==> config.mk <==
export PLATFORM = sky130hd
export DESIGN_NAME = tvt_div_step
export DESIGN_NICKNAME = d
export VERILOG_FILES = /design/src/rtl/tvt_pkg.sv /design/src/rtl/tvt_div_step.sv
export SDC_FILE = /design/constraint.sdc
export NUM_CORES = 1
export LEC_CHECK = 0
export BUFFER_PORTS_ARGS = -buffer_cell sky130_fd_sc_hd__buf_2
export CAP_MARGIN = 20
export CORE_AREA = 2 2 359 361
export DETAILED_ROUTE_END_ITERATION = 10
export DIE_AREA = 0 0 361 363
export HOLD_SLACK_MARGIN = 0.1
export PLACE_DENSITY = 0.49
export SYNTH_ARGS = -nofsm -noshare
export SYNTH_HDL_FRONTEND = slang
export SYNTH_SLANG_ARGS = --single-unit
==> constraint.sdc <==
create_clock -name clk -period 8.6 [get_ports clk]
set_input_delay 1.72 -clock clk [delete_from_list [all_inputs] [get_ports clk]]
set_output_delay 1.72 -clock clk [all_outputs]
set_load 0.01 [all_outputs]
==> src/rtl/tvt_pkg.sv <==
// Package for the trace vertex target unit: field widths, angle modes, shared types.
package tvt_pkg;

  // Width of every coordinate field on the ports
  localparam int FIELD_W = 32;
  // Default number of coordinate bits in use
  localparam int COORD_BITS_DEF = 32;

  // Routing angle modes; the spare code behaves as any angle
  typedef enum logic [1:0] {
    MODE_ORTHO   = 2'd0,
    MODE_45      = 2'd1,
    MODE_ANY     = 2'd2,
    MODE_ANY_ALT = 2'd3
  } mode_t;

  // Control that rides along with a request through the divider
  typedef struct packed {
    logic use_div;
    logic dx_neg;
    logic dy_neg;
  } div_ctl_t;

endpackage

==> src/rtl/tvt_div_step.sv <==
// One restoring division step for both axes; one quotient bit per stage.
module tvt_div_step #(
  parameter int W = 32
) (
  input  logic                clk,
  input  logic                rst,
  input  logic                en,
  input  logic                v_i,
  input  tvt_pkg::div_ctl_t   ctl_i,
  input  logic signed [W-1:0] rx_i,
  input  logic signed [W-1:0] ry_i,
  input  logic signed [W-1:0] px_i,
  input  logic signed [W-1:0] py_i,
  input  logic [2*W+1:0]      len2_i,
  input  logic [2*W+1:0]      remx_i,
  input  logic [W:0]          lowx_i,
  input  logic [W:0]          qx_i,
  input  logic [2*W+1:0]      remy_i,
  input  logic [W:0]          lowy_i,
  input  logic [W:0]          qy_i,
  output logic                v_o,
  output tvt_pkg::div_ctl_t   ctl_o,
  output logic signed [W-1:0] rx_o,
  output logic signed [W-1:0] ry_o,
  output logic signed [W-1:0] px_o,
  output logic signed [W-1:0] py_o,
  output logic [2*W+1:0]      len2_o,
  output logic [2*W+1:0]      remx_o,
  output logic [W:0]          lowx_o,
  output logic [W:0]          qx_o,
  output logic [2*W+1:0]      remy_o,
  output logic [W:0]          lowy_o,
  output logic [W:0]          qy_o
);
  localparam int D = W + 1;
  localparam int L = 2 * D;

  logic [L:0]   tx, ty, tx_sub, ty_sub;
  logic         gex, gey;

  // Shift in the next numerator bit and try subtracting the divisor
  always_comb begin
    tx     = {remx_i, lowx_i[D-1]};
    ty     = {remy_i, lowy_i[D-1]};
    gex    = tx >= {1'b0, len2_i};
    gey    = ty >= {1'b0, len2_i};
    tx_sub = gex ? tx - {1'b0, len2_i} : tx;
    ty_sub = gey ? ty - {1'b0, len2_i} : ty;
  end

  // Advance one stage
  always_ff @(posedge clk) begin
    if (rst) begin
      v_o <= 1'b0;
    end else if (en) begin
      v_o <= v_i;
    end
    if (en) begin
      ctl_o  <= ctl_i;
      rx_o   <= rx_i;
      ry_o   <= ry_i;
      px_o   <= px_i;
      py_o   <= py_i;
      len2_o <= len2_i;
      remx_o <= tx_sub[L-1:0];
      remy_o <= ty_sub[L-1:0];
      lowx_o <= {lowx_i[D-2:0], 1'b0};
      lowy_o <= {lowy_i[D-2:0], 1'b0};
      qx_o   <= {qx_i[D-2:0], gex};
      qy_o   <= {qy_i[D-2:0], gey};
    end
  end

endmodule

== After elaboration in Yosys (flattened, before gate mapping) ==
Cells that the tools add are included.
Word-level totals
  output and inout bits: 462
  logic and storage cells: 21
  flip-flop bits (word level): 460
Operators by class
  magnitude comparators: 2
  mux-type cells: 2
  add/sub/neg operators: 2
Operators with widths (number)
  67-bit by 66-bit greater-or-equal comparator with 1-bit output: 2
  66-bit two-way mux: 2
  66-bit subtractor: 2

== Longest topological paths before layout ==
  depth in word-level cells: 2
  gate-level depth with buffers: 16

== Worst setup path before layout ==
No wires, ideal clock.
  path type: input-to-reg
  start point: input port len2_i[36]
  end point: register remx_o[58] (data pin)
  path buffers: 3
  stages on the path: 14
  setup slack: 3.582 ns
  data required time: 8.338 ns
  library setup time: 0.262 ns
  data arrival time: 4.756 ns
  path through: inv_1 > ha_1 > clkbuf_1 > nand4_1 > or4b_4 > nor3_2 > a21oi_1 > o31a_1 > o21ai_4 > a41oi_2 > o31ai_4 > buf_6 > buf_6 > mux2_1
On the way
  cells in the longest elaborated chain, start to end: 2
RTL lines
  start, declared: RTL line tvt_div_step.sv:14  | input logic [2*W+1:0] len2_i,
  67-bit by 66-bit greater-or-equal comparator with 1-bit output: RTL line tvt_div_step.sv:45  | gex = tx >= {1'b0, len2_i};
  net gex: RTL line tvt_div_step.sv:39  | logic gex, gey;
  66-bit two-way mux: RTL line tvt_div_step.sv:47  | tx_sub = gex ? tx - {1'b0, len2_i} : tx;
  net tx_sub[58]: RTL line tvt_div_step.sv:38  | logic [L:0] tx, ty, tx_sub, ty_sub;
  end signal, assigned: RTL line tvt_div_step.sv:65  | remx_o <= tx_sub[L-1:0];
  end, declared: RTL line tvt_div_step.sv:28  | output logic [2*W+1:0] remx_o,
The timed path passes the listed nets, and every way through them passes these cells.
A chain may end at the register's enable or synchronous reset.

== Worst setup path in the final report ==
  start point: input port len2_i[1]
  end point: register remx_o[29] (data pin)
On the way
  cells in the longest elaborated chain, start to end: 2
RTL lines (RTL line)
  66-bit subtractor / 67-bit by 66-bit greater-or-equal comparator with 1-bit output (equally long branches): tvt_div_step.sv:47, tvt_div_step.sv:45
  66-bit two-way mux *: tvt_div_step.sv:47
  net tx_sub[29]: tvt_div_step.sv:38
Mark *: on every way through the listed nets, which the timed path passes. The rest lies on a longest branch.

==> run_results.csv <==
group,metric,value,unit
worst_setup_path,r2r_start,"v_o",
die,die_area,131000,sq um
global_route,grt_max_degree,138,
worst_setup_path,critPathKind,"input port to flop",
clock_tree,cts_tree,"built",
flow_run,maxCapViolations,0,
yosys,synth_top_cell_by_area,"edfxtp_1",
timing,rsz0062_at_grt,"false",
yosys,yosys_warnings,0,
final_layout,drive_gt1_frac,0.3702,
clock_tree,cts.sinks,460,
worst_setup_path,end_kind,"flop",
route,wl_met3,7482,microns
final_layout,nets,3485,
timing,fin_skew,0,ps
worst_setup_path,r2r_end,"v_o",
power_and_ir_drop,p_leak,13.36,nW
clock_tree,clock_latency,660,ps
route,highest_layer,"met5",
timing,setup_viol,0,
timing,min_period,6141,ps
global_route,track_usage,0.1563,
worst_setup_path,start_kind,"input port",
power_and_ir_drop,ir_worst_vdd,0.1480,mV
global_route,antenna_found_initial,40,
yosys,ys_seq_area_frac,0.5862,
power_and_ir_drop,p_total,6.770,mW
clock_tree,cts_buffer_depth,3,
yosys,avgSynthCellArea,11.97,sq um
timing,holdWs,501.4,ps
die,floorplan.rows,131,
run_status,status,"complete, no violations",
clock_tree,cts_setup_buffers,0,
hold_path,min_path_cells,2,
route,drcViolationCount,0,
route,first_iter_violations,1230,
route,wl_met2,56700,microns
placement,numPortBuffers,922,
worst_setup_path,path_buf_inv,3,
route,wl_per_cell,23.46,microns
route,routed_via_density,4.277,
worst_setup_path,critPathSlowestCell,"o21ai_0",
clock_tree,numCtsBuffers,58,
die,core,127000,sq um
worst_setup_path,required,8980,ps
timing,finalWorstSetupSlack,2459,ps
global_route,grt_pass1_wl,145500,microns
worst_setup_path,r2r_cells,2,
placement,place_congestion,0.8964,
die,initial_core_util,0.1854,
global_route,overflow,0,
timing,slew_violations,0,
clock_tree,postCtsResizedCells,0,
yosys,yosysUniqueCellTypes,74,
route,wirelength,108000,microns
yosys,syn_area,23550,sq um
placement,dp_slack,1625,ps
yosys,syn_inst,1967,
clock_tree,cts.clk_slew.worst_paths,60,ps
power_and_ir_drop,powerDensity,211.6,nW/um^2
yosys,ys_top_cells_by_area,"edfxtp_1, ha_1, a21oi_1, o21ai_0, nand2_1",
hold_path,min_to,"v_o",
yosys,async_flop_share,0,
timing,fin_tns_setup,0,ps
timing,finalHoldViolations,0,
worst_setup_path,cp_common_cell,"a21oi_1",
die,die_height,363,microns
clock_tree,cts_hold_buf,0,
yosys,synth_seq_cells,460,
die,ios,927,
yosys,synth_top_area_frac,0.5854,
timing,max_freq,162.8,MHz
clock_tree,cts_root_buffer,"clkbuf_16",
timing,worstMarginPinSlew,1036,ps
global_route,grt_pass1_vias,19320,
route,firstDrtPassIters,5,
yosys,synthFlopType,"edfxtp_1",
yosys,synth_edf_count,459,
worst_setup_path,r2r_slack,8000,ps
route,vias,19680,
final_layout,syn_to_final_growth,35.85,%
worst_setup_path,cp.arrival,6530,ps
hold_path,min_from,"v_o",
worst_setup_path,path_max_fanout,37,
placement,post-dp-hpwl,89690,microns
timing,slew-limit-headroom,0.3026,
final_layout,post-route-util,0.2518,
die,die_w,361,microns
worst_setup_path,cpPeakStageDelay,620,ps
worst_setup_path,crit_start,"len2_i[1]",
clock_tree,cts_max_level,2,
worst_setup_path,crit_family,"compound AO/OA/AOI/OAI gates",
worst_setup_path,crit_chain,"buf_2, inv_1, ha_1, nor2b_1, o2111ai_1, a21oi_1, o21ai_0, nand3_1, a21oi_1, o31a_1, o21ai_4, a41oi_2, o31ai_4, buf_4, mux2_2",
route,ant_nets,0,
hold_path,hold_path.class,"flop to flop",
timing,fin_crit_sh,0.7141,
route,wl_met1,40200,microns
[through the flow]
step / instances / area, sq um
floorplan: 1968 / 23550
global placement: 4488 / 30050
detailed placement: 4488 / 30050
CTS: 4593 / 31970
global route: 4597 / 31980
finish: 4602 / 31990
[worst max path at each step]
stage | end | slack [ps] | cells after the start
after floorplan | remx_o[58] | 3580 | 14
after global placement | remx_o[29] | 1650 | 15
after detailed placement | remx_o[24] | 1630 | 15
after CTS | remx_o[19] | 2340 | 15
after global routing | remx_o[24] | 2180 | 15
final | remx_o[29] | 2460 | 15
[where the power goes]
group,total [mW],internal [mW],switching (mW)
registers,2.82,2.75,0.0650
logic,1.46,0.554,0.909
clock network,2.49,1.43,1.06
total,6.77,4.73,2.04
[routing by layer]
metal / up-vias / global-route usage
li1: 9244 / -
met1: 9501 / 0.1707
met2: 744 / 0.2930
met3: 172 / 0.03927
met4: 22 / 0.05103
met5: - / 0
[cell usage in the layout, fill, tap and decap left out, drive strengths merged, types with 70 or more instances in the layout]
cell,Yosys,layout
mux2,70,70
o21ai,162,162
buf,19,937
edfxtp,459,459
ha,132,132
nor2,86,86
a21oi,189,189
nand2,177,177
inv,114,118
xnor2,73,73
[sequential cells by signal (all words and copies together), names as in the netlist]
name	flops
ry_o	32
rx_o	32
lowy_o	32
qy_o	33
v_o	1
qx_o	33
px_o	32
len2_o	66
remx_o	66
remy_o	66
ctl_o	3
py_o	32
lowx_o	32
[worst min-delay path, delay by kind of cell, from the launching register on]
family	cells	cell delay [ps]
flops	1	320
mux	1	70
simple gates	1	80
[synthesized netlist by cell type, types with 4 or more instances]
library cell  instances
inv_1               114
a21boi_0              8
nand3_1              19
or3_1                 9
o21ai_1               5
o21ai_0             156
nor2_1               86
buf_4                 4
clkbuf_1             60
a21oi_1             189
nor4_1                7
a211oi_1             14
ha_1                132
nor3b_1               4
o21a_1               14
nand2b_1              8
nand2_1             176
xor2_1               50
a21o_1               48
xnor2_1              73
o21bai_1             37
or2_2                 5
o31a_1                5
nand4_1              58
nor2b_1              13
buf_6                 4
o211ai_1             12
nor3_1               23
and2_1                5
a31oi_1              14
and3_1                6
edfxtp_1            459
o31ai_1               8
buf_2                11
mux2_1               27
mux2_2               43
mux2i_1               4
[kinds of logic (layout without fill, tap and decap cells)]
kind of cell / Yosys count / after routing / synth area share
simple gates: 435 / 435 / 0.08725
buf+inv: 193 / 1156 / 0.03326
other cells: 1 / 11 / 0.0001593
fa+ha+maj: 134 / 134 / 0.07184
flops: 460 / 460 / 0.5862
compound gates: 547 / 547 / 0.1403
xor+xnor: 123 / 123 / 0.04575
mux: 74 / 74 / 0.03518
[layout make-up]
class                      count  area, sq um
antenna                        9        22.52
clock buffer                  69         1534
clock inverter                36        380.4
fill                       13670        95040
inverter                     114        427.9
multi-input combinational   1315         8979
sequential                   460        13800
tap                         1662         2079
timing repair buffer         937         4762
(Power assumes the default switching activity.)
