==> src/rtl/tvt_pkg.sv <==
// Package for the trace vertex target unit: field widths, angle modes, shared types.
package tvt_pkg;

  // Width of every coordinate field on the ports
  localparam int FIELD_W = 32;
  // Default number of coordinate bits in use
  localparam int COORD_BITS_DEF = 32;

  // Routing angle modes; the spare code behaves as any angle
  typedef enum logic [1:0] {
    MODE_ORTHO   = 2'd0,
    MODE_45      = 2'd1,
    MODE_ANY     = 2'd2,
    MODE_ANY_ALT = 2'd3
  } mode_t;

  // Control that rides along with a request through the divider
  typedef struct packed {
    logic use_div;
    logic dx_neg;
    logic dy_neg;
  } div_ctl_t;

endpackage

==> src/rtl/tvt_finish.sv <==
// Final stage: apply the projection quotient and hold the result register.
module tvt_finish #(
  parameter int W = 32
) (
  input  logic                              clk,
  input  logic                              rst,
  input  logic                              en,
  input  logic                              v_i,
  input  tvt_pkg::div_ctl_t                 ctl_i,
  input  logic signed [W-1:0]               rx_i,
  input  logic signed [W-1:0]               ry_i,
  input  logic signed [W-1:0]               px_i,
  input  logic signed [W-1:0]               py_i,
  input  logic [2*W+1:0]                    remx_i,
  input  logic [W:0]                        qx_i,
  input  logic [2*W+1:0]                    remy_i,
  input  logic [W:0]                        qy_i,
  output logic                              out_valid,
  output logic signed [tvt_pkg::FIELD_W-1:0] target_x,
  output logic signed [tvt_pkg::FIELD_W-1:0] target_y
);
  import tvt_pkg::*;

  localparam int D = W + 1;

  logic signed [W-1:0] ax_c, ay_c, sel_x, sel_y;

  // Step from the previous vertex by the quotient, rounding toward zero
  function automatic logic signed [W-1:0] step_axis(input logic signed [W-1:0] p,
                                                    input logic neg,
                                                    input logic [D-1:0] q,
                                                    input logic inexact);
    logic [W+1:0] v;
    v = neg ? {{2{p[W-1]}}, p} - {1'b0, q} : {{2{p[W-1]}}, p} + {1'b0, q};
    if (inexact && !neg && v[W+1]) begin
      v = v + 1'b1;
    end else if (inexact && neg && !v[W+1] && (v != '0)) begin
      v = v - 1'b1;
    end
    return v[W-1:0];
  endfunction

  always_comb begin
    ax_c  = step_axis(px_i, ctl_i.dx_neg, qx_i, remx_i != '0);
    ay_c  = step_axis(py_i, ctl_i.dy_neg, qy_i, remy_i != '0);
    sel_x = ctl_i.use_div ? ax_c : rx_i;
    sel_y = ctl_i.use_div ? ay_c : ry_i;
  end

  // Output register: hold while the receiver stalls
  always_ff @(posedge clk) begin
    if (rst) begin
      out_valid <= 1'b0;
    end else if (en) begin
      out_valid <= v_i;
    end
    if (en) begin
      target_x <= FIELD_W'(sel_x);
      target_y <= FIELD_W'(sel_y);
    end
  end

endmodule

==> config.mk <==
export PLATFORM = sky130hd
export DESIGN_NAME = tvt_finish
export DESIGN_NICKNAME = d
export VERILOG_FILES = /design/src/rtl/tvt_pkg.sv /design/src/rtl/tvt_finish.sv
export SDC_FILE = /design/constraint.sdc
export NUM_CORES = 1
export LEC_CHECK = 0
export BUFFER_PORTS_ARGS = -buffer_cell sky130_fd_sc_hd__buf_2
export CAP_MARGIN = 0
export CELL_PAD_IN_SITES_DETAIL_PLACEMENT = 1
export CELL_PAD_IN_SITES_GLOBAL_PLACEMENT = 2
export CORE_AREA = 2 2 167 251
export DETAILED_ROUTE_END_ITERATION = 8
export DIE_AREA = 0 0 169 253
export PLACE_DENSITY = 0.91
export SLEW_MARGIN = 20
export SYNTH_ARGS = -nofsm -noshare
export SYNTH_HDL_FRONTEND = slang
export SYNTH_SLANG_ARGS = --single-unit
==> constraint.sdc <==
create_clock -name clk -period 12.5 [get_ports clk]
set_input_delay 2.5 -clock clk [delete_from_list [all_inputs] [get_ports clk]]
set_output_delay 2.5 -clock clk [all_outputs]
set_load 0.03 [all_outputs]
### After elaboration in Yosys (flattened, before gate mapping)

Cells that the tools add are included.
Widths: inputs -> output; s select.

* output and inout port bits: 65
* input port bits: 333
* word-level logic and storage cells: 37
* bits in registers: 65

* reductions and logical operators: 18
* $add $sub $neg: 8
* multiplexer cells: 8

Operator list (count)
* $mux 32: 6
* $reduce_bool 66->1: 2
* $add 34x33->34: 2
* $mux 34: 2
* $reduce_bool 34->1: 2
* $sub 34x33->34: 2
* $add 32x1->32 const B: 2
* $sub 32x1->32 const B: 2
* $logic_and 1x1->1: 10
* $logic_not 1->1: 4

### Depth between registers and ports, before layout

Gate-level depths: netlist of the first run.

* word-level depth: 8
* mapped depth: 25
* mapped depth without buffers: 22

### Least setup slack after synthesis of the first run

OpenSTA, ideal clock, no wires.

* path kind: input -> register
* start: in qy_i[5]
* end: reg target_y[30] (netlist bit) (data pin)
* setup time: 158 ps
* required time: 12342 ps
* path buffers: 1
* stages: 19
* arrival time: 7390 ps
* path slack: 4952 ps
* path through: or3_1 > or3_1 > nor4_1 > nand3_1 > nor4_1 > a21oi_1 > xnor2_1 > ha_1 > clkbuf_1 > nand4_1 > or3_1 > a21oi_1 > nand2b_1 > xor2_1 > a2111o_1 > or3_1 > o22a_1 > or4_1 > o211ai_1

* cells in the longest elaborated chain, start to end: 8
* elaborated cells between the ends (all ways): 13
* those cells by class: 4 x add/sub; 4 x mux; 5 x reduce/logical

RTL lines
* start: declaration: RTL line tvt_finish.sv:17 `input logic [W:0] qy_i,`
* $add 34x33->34 or $sub 34x33->34 (tied branches): RTL line tvt_finish.sv:34 `v = neg ? {{2{p[W-1]}}, p} - {1'b0, q} : {{2{p[W-1]}}, p} + {1'b0, q};`
* $mux 34 *: RTL line tvt_finish.sv:34
* parallel branches: the longest is 4 deep, another holds $sub 32x1->32
* $mux 32 *: RTL line tvt_finish.sv:35 `if (inexact && !neg && v[W+1]) begin`
* $mux 32 *: RTL line tvt_finish.sv:47 `sel_y = ctl_i.use_div ? ay_c : ry_i;`
* via sel_y[30]: RTL line tvt_finish.sv:26 `logic signed [W-1:0] ax_c, ay_c, sel_x, sel_y;`
* end signal: assignment: RTL line tvt_finish.sv:59 `target_y <= FIELD_W'(sel_y);`
* end: declaration: RTL line tvt_finish.sv:20 `output logic signed [tvt_pkg::FIELD_W-1:0] target_y`

Mark *: on every way through the listed nets, which the timed path passes.
A chain may end at the register's enable or synchronous reset.

### Worst setup path in the final report of the first run

* start: in qy_i[5]
* end: reg target_y[29] (netlist bit) (data pin)

The elaborated chain is that of the path after synthesis.

==> results of run 1 <==
-- final cells by class --
class | instances | area, sq um
antenna | 1 | 2.50
clock buffer | 10 | 229
clock inverter | 6 | 90.1
fill | 5199 | 25600
inverter | 46 | 173
multi-input combinational | 1497 | 10000
sequential | 65 | 1940
tap | 511 | 639
timing repair buffer | 405 | 2050
-- worst max-delay path: cells and delay by family --
family          cells  cell delay (ns)
compound gates      5             1.32
fa+ha+maj           1             0.42
simple gates       12             4.65
mux                 1             0.12
buf+inv             1             0.11
xor+xnor            1             0.16
-- metrics by stage --
step / worst slack [ns] / power, mW / util [%]
final: 3.29 / 1.60 / 37.1
after global placement: 3.27 / 1.29 / 36.3
after floorplan: 4.95 / 0.984 / -
after detailed placement: 3.01 / 1.31 / 36.3
after global routing: 2.77 / 1.70 / 37.1
after CTS: 3.34 / 1.60 / 37.1
-- registers in the layout, indices dropped and copies added (netlist names) --
name / count
target_y: 32
target_x: 32
out_valid: 1
-- report_power, final --
part / leakage, nW / internal, mW / total, mW / switching, mW
clock network: 0.153 / 0.175 / 0.281 / 0.105
registers: 0.635 / 0.284 / 0.298 / 0.0142
logic: 5.11 / 0.344 / 1.02 / 0.672
total: 5.90 / 0.804 / 1.60 / 0.791
-- cells by family (layout without fill, tap and decap cells) --
logic type / after synthesis / in the layout
other cells: 0 / 1
fa+ha+maj: 76 / 76
flops: 65 / 65
xor+xnor: 141 / 141
mux: 31 / 31
compound gates: 496 / 496
buf+inv: 112 / 467
simple gates: 753 / 753
-- metal layers --
metal,part of all wire (%),vias up,global-route usage [%]
li1,-,7147,-
met1,35,7124,24.9
met2,54,584,52.1
met3,5.1,155,3.20
met4,6.7,0,16.7
met5,0,-,0
-- worst paths after layout --
check | to
setup / recovery | target_y[29]
hold / removal | out_valid
setup reg to reg | out_valid
hold reg to reg | out_valid
-- placed cells by master, fill, tap and decap left out, drive strengths merged, types with 46 or more instances in the layout --
master / count
ha: 74
edfxtp: 64
xnor2: 111
o21ai: 83
nand2: 135
a21oi: 150
buf: 405
nand3: 54
inv: 46
nand4: 46
nor4: 70
nor3: 70
nor2: 207
==> metrics.yaml, run 1 <==
sta:
  rsz0062_at_grt: "no"
  skew_ns: 0
  fin_crit_ns: 9.21
  fin_crit_sh_pct: 73.7
  relSlewSlack_pct: 33.9
  setup_tns_ns: 0
  final-max-slew-violation-count: 0
  setup_violations: 0
  fmax_mhz: 109
  holdWs_ns: 0.539
  worst_pin_slew_ns: 0.988
  hold_viol_final: 0
worst_setup_path:
  crit_type: "input pin to flip-flop"
  path_cells: "buf_2, or3_1, or3_1, nor4_1, nand3_1, nor4_1, and2_1, a21oi_1, xnor2_1, ha_1, nand2_1, nor2_1, nand3_1, a211oi_1, o221ai_1, nand2_1, and3_1, nand3_1, o311ai_1, mux2i_1, a211o_1"
  crit_path_end_kind: "flip-flop"
  worst_ep_arrival_time_ns: 9.30
  critPathMaxFanout: 22
  slowest_delay_ns: 0.67
  cp-startpoint: "qy_i[5]"
  cp-start-kind: "input pin"
  cpMaxStageDelayCell: "nand2_1"
  timing.rr.start: "out_valid"
  required_ns: 12.59
  cpMostUsedCell: "nand3_1"
  reg2reg_slack_ns: 11.88
  rr_worst_depth: 2
floorplan:
  die_w_um: 169
  die_h_um: 253
  start_util_pct: 30.5
  dieArea_sq_um: 42800
  core_region_area_sq_um: 40800
  rows: 91
  io_pins: 398
synthesis:
  synth_top_area_share_pct: 15.5
  syn_nets: 2083
  synth_largest_area_cell: "edfxtp_1"
  syn-cell-area_sq_um: 12400
  async_flop_share_pct: 0
  synth-xor-area-share_pct: 10.1
  yosys_register_bits: 65
  synthTopCellsByArea: "edfxtp_1 15%, xnor2_1 7.8%, ha_1 7.5%"
  synthAdderAreaFrac_pct: 7.78
  synth-warning-count: 0
  ys_seq_area_share_pct: 15.6
  avgSynthCellArea_sq_um: 7.42
  synth_mux_area_share_pct: 2.73
  synth-edff-count: 64
  synth_ff_type: "edfxtp_1"
  syn_inst: 1674
  synthTopCellsByCount: "203 x nor2_1, 142 x a21oi_1, 135 x nand2_1, 110 x xnor2_1, 74 x ha_1"
  yosysMostFrequentCell: "nor2_1"
  synth_compound_area_share_pct: 28.3
  synth_cell_types: 107
  synth_top_family_by_area: "simple AND/OR/NAND/NOR gates"
  synth-simple-area-share_pct: 31.7
routing:
  drtAntennaViolNets: 0
  drt-pass1-iter-count: 5
  route.detailed.drc: 0
  routed_wl_mm: 57.7
  wl_per_cell_um: 22.7
  vias: 15010
  drt_iter0_drc: 631
  routed_via_density: 5.91
clocking:
  post_cts_buffers: 0
  cts_max_path_buffers: 2
  htree_levels: 3
  cts_inserted_buffers: 9
  clk_pin_slew_ns: 0.05
  clock_sinks: 65
  insertion_delay_ns: 0.34
  cts_root_buffer: "clkbuf_16"
  cts_tree: "built"
  ctsResizeCount: 0
  cts_hold_buffers: 0
cells_and_area:
  area_growth_pct: 21.9
  finalNetCount: 2433
  instances_no_fill: 2541
  finalInstanceArea_sq_um: 15100
  drive_above_1_share_pct: 25.0
placed_design:
  hpwl_mm: 49.2
  place_area_sq_um: 14800
  io_buffers: 397
  placed_cells: 2524
  place.gp.congestion: 0.990
pwr:
  power.density_nw_per_um2: 105
  ir_drop_mv: 0.0647
  p_leak_nw: 5.90
hold_path:
  min_delay_path_depth: 2
  hold_start: "out_valid"
  worstHoldPathType: "flip-flop to flip-flop"
global_routing:
  overflow: 0
  grt_pass1_vias: 15982
  grt_antenna_before_repair: 1
  track_usage_pct: 26.2
  grt_max_degree: 80
  grt_pass1_wl_mm: 86.9
run:
  drv_cap: 0
outcome:
  outcome: "finished, final reports clean"
Power figures use the tool's default switching activity.
==> run 2, diff against run 1 <==
- ABC_AREA: default -> 1
- CORE_AREA: 2 2 167 251 -> 2 2 203 305
- DIE_AREA: 0 0 169 253 -> 0 0 205 307
- PLACE_DENSITY: 0.91 -> 0.81
- clock period: 12.5 -> 8 ns (I/O delays scaled with it)
==> metrics.yaml, run 2 <==
outcome:
  outcome: "finished, final reports clean"
floorplan:
  die_w_um: 205
  die_h_um: 307
  io_pins: 398
  dieArea_sq_um: 62900
  core_region_area_sq_um: 60600
  rows: 111
  start_util_pct: 22.7
routing:
  routed_wl_mm: 66.7
  vias: 17724
  drt_iter0_drc: 576
  route.detailed.drc: 0
  wl_per_cell_um: 17.6
  drtAntennaViolNets: 0
  drt-pass1-iter-count: 5
  routed_via_density: 4.68
sta:
  timing.final.ws_setup_ns: 1.43
  rsz0062_at_grt: "no"
  holdWs_ns: 0.510
  fin_crit_ns: 6.57
  relSlewSlack_pct: 28.0
  worst_pin_slew_ns: 1.08
  setup_violations: 0
  setup_tns_ns: 0
  skew_ns: 0
  hold_viol_final: 0
  fmax_mhz: 152
  final-max-slew-violation-count: 0
  fin_crit_sh_pct: 82.1
cells_and_area:
  drive_above_1_share_pct: 16.8
  final_core_util_pct: 27.9
  instances_no_fill: 3788
  finalInstanceArea_sq_um: 16900
  final_cell_mix: "999 x nand2_1, 426 x inv_1, 396 x buf_2"
  mostFrequentLayoutCell: "nand2_1"
  finalNetCount: 3402
  area_growth_pct: 22.9
  fillCellCount: 8387
  top_regs: "target_x x32, target_y x32, out_valid x1"
worst_setup_path:
  crit_path_end_kind: "flip-flop"
  reg2reg_slack_ns: 7.41
  required_ns: 8.10
  rr_worst_depth: 2
  crit_path_end: "target_x[6]"
  worst_ep_arrival_time_ns: 6.67
  slowest_delay_ns: 0.41
  cp-start-kind: "input pin"
  cp-startpoint: "qx_i[0]"
  cpMostUsedCell: "nand2_1"
  crit_type: "input pin to flip-flop"
  rr_endpoint: "out_valid"
  critPathMaxFanout: 35
  cpMaxStageDelayCell: "ha_1"
  timing.rr.start: "out_valid"
clocking:
  htree_levels: 3
  cts_max_path_buffers: 2
  insertion_delay_ns: 0.35
  clk_pin_slew_ns: 0.06
  cts_inserted_buffers: 9
  ctsResizeCount: 0
  cts_root_buffer: "clkbuf_16"
  cts_hold_buffers: 0
  post_cts_buffers: 0
  cts_tree: "built"
  clock_sinks: 65
synthesis:
  syn-cell-area_sq_um: 13800
  synth_cell_types: 45
  synthTopCellsByCount: "999 x nand2_1, 426 x inv_1, 288 x nor2_1, 277 x nand3_1, 74 x ha_1"
  synth-edff-count: 64
  synthTopCellsByArea: "nand2_1 27%, edfxtp_1 14%, inv_1 12%"
  syn_nets: 3020
  synth_top_area_share_pct: 27.3
  synth-warning-count: 0
  ys_seq_area_share_pct: 14.1
  syn_inst: 2611
  synth_ff_type: "edfxtp_1"
  synth_largest_area_cell: "nand2_1"
  async_flop_share_pct: 0
  avgSynthCellArea_sq_um: 5.27
  yosysMostFrequentCell: "nand2_1"
  yosys_register_bits: 65
pwr:
  ir_drop_mv: 0.0803
  power.density_nw_per_um2: 145
  p_leak_nw: 9.35
  power_mw: 2.46
global_routing:
  track_usage_pct: 20.9
  grt_max_degree: 65
  grt_antenna_before_repair: 6
  overflow: 0
  grt_pass1_vias: 18511
  grt_pass1_wl_mm: 100
placed_design:
  placed_cells: 3773
  place_area_sq_um: 16600
  hpwl_mm: 59.2
  post-place-ws_ns: 0.953
  place.gp.congestion: 0.906
  io_buffers: 397
run:
  drv_cap: 0
hold_path:
  worstHoldPathType: "flip-flop to flip-flop"
  hold_start: "out_valid"
-- run 2: layer usage --
layer  GRT usage, %  share of wire (%)
met2           43.1                 56
met1           20.5                 37
met5              0                  0
met4           10.2                5.0
met3           1.20                2.2
-- run 2: kinds of logic (layout without fill, tap and decap cells) --
logic type               count (synthesis)  after routing  synth area share [%]
AND/OR/NAND/NOR                       1791           1791                  55.8
buffers and inverters                  477            862                  13.5
AO/OA/AOI/OAI                          136            136                  5.29
adder cells (fa/ha/maj)                 76             76                  7.02
XOR/XNOR                                65             65                  4.14
flip-flops                              65             65                  14.1
multiplexers                             1              1                0.0727
other                                    0              1                     0
-- run 2: worst max-delay path: cells and delay by family --
family / cells / cell delay (ns)
compound gates: 2 / 0.22
fa+ha+maj: 2 / 0.59
xor+xnor: 1 / 0.16
buf+inv: 6 / 0.62
simple gates: 22 / 3.48
-- run 2: layout make-up --
class | count | area [sq um] | share of cell area, %
antenna | 1 | 2.50 | 0.0148
clock buffer | 10 | 229 | 1.35
clock inverter | 4 | 46.3 | 0.274
inverter | 436 | 1640 | 9.68
multi-input combinational | 2069 | 9950 | 58.9
sequential | 65 | 1940 | 11.5
tap | 791 | 990 | 5.85
timing repair buffer | 412 | 2110 | 12.5
-- run 2: power by group --
group | internal, mW | switching [mW] | leakage, nW
clock | 0.237 | 0.170 | 0.132
sequential | 0.436 | 0.0229 | 0.633
combinational | 0.468 | 1.13 | 8.58
-- run 2: worst min-delay path by stage --
stage                      endpoint  slack [ns]  depth (start not counted)
after floorplan           out_valid        0.63                          2
after global placement    out_valid        0.48                          2
after detailed placement  out_valid        0.51                          2
after CTS                 out_valid        0.52                          2
after global routing      out_valid        0.54                          2
final                     out_valid        0.51                          2
